### src/sv/pcph_ram.sv
// Single port synchronous RAM with registered read data.
`timescale 1ns / 1ps
module pcph_ram #(
    parameter int WIDTH = 8,
    parameter int ADDR_W = 8
) (
    input  logic              clk,
    input  logic              we,
    input  logic [ADDR_W-1:0] addr,
    input  logic [WIDTH-1:0]  wdata,
    output logic [WIDTH-1:0]  rdata
);
    logic [WIDTH-1:0] mem [2**ADDR_W];

    always_ff @(posedge clk)
    begin
        if (we)
        begin
            mem[addr] <= wdata;
        end
        rdata <= mem[addr];
    end
endmodule

### config.mk
export PLATFORM = sky130hd
export DESIGN_NAME = pcph_ram
export DESIGN_NICKNAME = d
export VERILOG_FILES = /design/src/sv/pcph_ram.sv
export SDC_FILE = /design/constraint.sdc
export NUM_CORES = 2
export LEC_CHECK = 0
export BUFFER_PORTS_ARGS = -buffer_cell sky130_fd_sc_hd__buf_4
export CELL_PAD_IN_SITES_DETAIL_PLACEMENT = 1
export CELL_PAD_IN_SITES_GLOBAL_PLACEMENT = 1
export CORE_MARGIN = 2
export CORE_UTILIZATION = 51
export CTS_CLUSTER_SIZE = 14
export DETAILED_ROUTE_END_ITERATION = 12
export PLACE_DENSITY_LB_ADDON = 0.1
export SLEW_MARGIN = 10
export SYNTH_ARGS = -nofsm -noshare
export SYNTH_HDL_FRONTEND = slang
export SYNTH_SLANG_ARGS = --single-unit
### constraint.sdc
create_clock -name clk -period 2.4 [get_ports clk]
set_clock_uncertainty 0.2 [all_clocks]
set_input_delay 0.12 -clock clk [delete_from_list [all_inputs] [get_ports clk]]
set_output_delay 0.12 -clock clk [all_outputs]
set_load 0.01 [all_outputs]
==> impl_metrics.ini <==
[outcome]
outcome = finished with violations
violations = negative setup slack

[finish]
fin_area_um2 = 94200
layout_common_cells = 2048 x edfxtp_1, 568 x buf_4, 512 x mux4_2, 209 x clkbuf_16, 205 x a22oi_1
nets = 4255
final_common_cell = edfxtp_1
drive_gt1_share_pct = 37.1
stdcell_count = 6439
utilization_pct = 61.8
area_growth_pct = 20.0

[cts]
cts-root-buf = clkbuf_16
clock_latency_ns = 0.84
cts_tree = done
cts_sinks = 2056
htreeDepth = 4
cts_buffers = 208
cts_buffer_depth = 3
cts_setup_buffers = 0
path_clk_slew_ns = 0.06

[die]
initial_utilization_pct = 51.5
ios = 26
rows = 143
die_w_um = 396
die_h_um = 396
die_area_um2 = 157000
core_um2 = 152000

[worst_setup_path]
cp_top_family = compound AO/OA/AOI/OAI gates
cpMaxStageDelayCell = mux4_2
worst-path-max-fanout = 1
critPathBufInv = 1
worstPathRequired_ns = 2.90
start_kind = register
r2r-start = mem[158][6]$_DFFE_PP_
cp.arrival_ns = 2.97
crit_chain = mux4_2 > a22oi_2 > a21oi_2 > o41ai_4 > buf_4 > nand4_1
worst_setup_path_end_kind = register
critPathMaxStageDelay_ns = 0.53
crit_type = register to register
critPathLaunch = mem[158][6]$_DFFE_PP_

[synthesis]
syn-num-nets = 3565
yosys_warnings = 0
yosys.area.top_type = edfxtp_1
avgSynthCellArea_um2 = 22.1
synth_top_area_share_pct = 78.3
synth_cell_type_count = 22
synth-seq-cells = 2056
synth_area_leaders = edfxtp_1 78%, mux4_2 15%, a22oi_1 2.4%, nor2_1 1.1%, a21oi_1 0.82%
netlist_area_um2 = 78500
syn_inst = 3547
ys_seq_area_share_pct = 78.6

[placement]
place_ws_ns = -1.20
gp_congestion = 0.832
dp.final_hpwl_um = 137000
dpl_cell_area_um2 = 86800
io_buffer_count = 25
placedCellCount = 6038

[timing]
tns_ns = -0.163
hold_viol = 0
slew_viol_final = 0
layout_setup_ws_ns = -0.0713
max_freq_mhz = 405
slew_headroom_pct = 44.4
period_needed_ns = 2.47
finalSetupViolCount = 4
tightest_slew_ns = 0.831
rsz0062_at_grt = yes
min_period_over_period_pct = 103

[global_route]
grt_start_max_net_pins = 106
grt_pass1_wl_um = 311000
grt_usage_pct = 27.8
grt_pass1_vias = 42900
overflow = 0
antenna_found_initial = 5

[routing]
drtAntennaViolNets = 0
drcViolationCount = 0
drtPass1Iterations = 5
routed_wl_um = 214000
drtIter0Drc = 4658
routed_via_density = 6.26
wl_per_cell_um = 33.2
vias = 40300

[power_and_ir_drop]
p_leak_nw = 30.2
pwr_density_cell_nw_per_um2 = 797
peakVddDrop_mv = 0.781

[min_path]
holdCritStartpoint = wdata[6]
min_path_type = input pin to register

[flow_run]
max_cap_viol_count = 0
-- flip-flops by register name (all words and copies together) (netlist names) --
name and flops:
rdata 8, mem 2048
-- routing by layer --
layer  global-route usage [%]  part of all wire (%)
met5                        0                0.0037
met4                     8.93                   3.3
met3                     4.39                   7.3
met2                     43.5                    48
met1                     40.6                    41
-- Yosys cell counts --
| cell | number |
|---|---|
| nor2b_1 | 7 |
| or2_2 | 2 |
| o41ai_1 | 32 |
| nand4_1 | 8 |
| edfxtp_1 | 2048 |
| dfxtp_1 | 8 |
| buf_4 | 16 |
| buf_1 | 19 |
| nand2_1 | 28 |
| a22oi_1 | 256 |
| buf_6 | 16 |
| a21oi_1 | 128 |
| nor3_1 | 30 |
| nand3_1 | 13 |
| clkbuf_1 | 145 |
| nand2b_1 | 6 |
| nor2_1 | 232 |
| buf_2 | 36 |
| mux4_2 | 512 |
| and2_1 | 3 |
| inv_1 | 1 |
| or3_1 | 1 |
-- cells by family (layout without fill, tap and decap cells) --
group | after synthesis | count (layout) | synth area share [%]
AOI/OAI and AO/OA | 416 | 416 | 3.62
DFF | 2056 | 2056 | 78.6
muxes | 512 | 512 | 14.7
buffers and inverters | 233 | 1091 | 1.40
other | 0 | 4 | 0
and+or+nand+nor | 330 | 330 | 1.73
-- cell type report --
| cell class | instances | area (um2) |
|---|---|---|
| clock inverter | 125 | 1150 |
| multi-input combinational | 1258 | 16600 |
| timing repair buffer | 712 | 6900 |
| clock buffer | 253 | 5400 |
| fill | 12600 | 58200 |
| antenna | 4 | 10.0 |
| tap | 2030 | 2540 |
| sequential | 2056 | 61700 |
| inverter | 1 | 3.75 |
-- where the power goes --
group	internal, W	total (W)	switching [W]
registers	0.0396	0.0396	0.0000598
clock network	0.0177	0.0314	0.0137
logic	0.00165	0.00413	0.00248
-- metrics by stage --
stage	power [W]	hold slack, ns
6_report	0.0751	0.0902
5_1_grt	0.0770	0.0885
4_1_cts	0.0756	0.0127
3_5_place_dp	0.0444	0.367
3_3_place_gp	0.0442	0.359
2_1_floorplan	0.0421	0.0189
-- worst paths after layout --
kind / cells after the start / endpoint / slack [ns]
setup / recovery: 6 / rdata[6]$_DFF_P_ / -0.07
hold / removal: 2 / mem[13][6]$_DFFE_PP_ / 0.09
setup reg to reg: 6 / rdata[6]$_DFF_P_ / -0.07
hold reg to reg: 6 / rdata[0]$_DFF_P_ / 0.92
-- what timing repair did --
item	in CTS	in global routing
hold buffers	19	0
pin swaps	24	22
setup endpoints to repair	8	24
hold endpoints to repair	2053	0
resized for setup	81	43
Power figures use the tool's default switching activity.
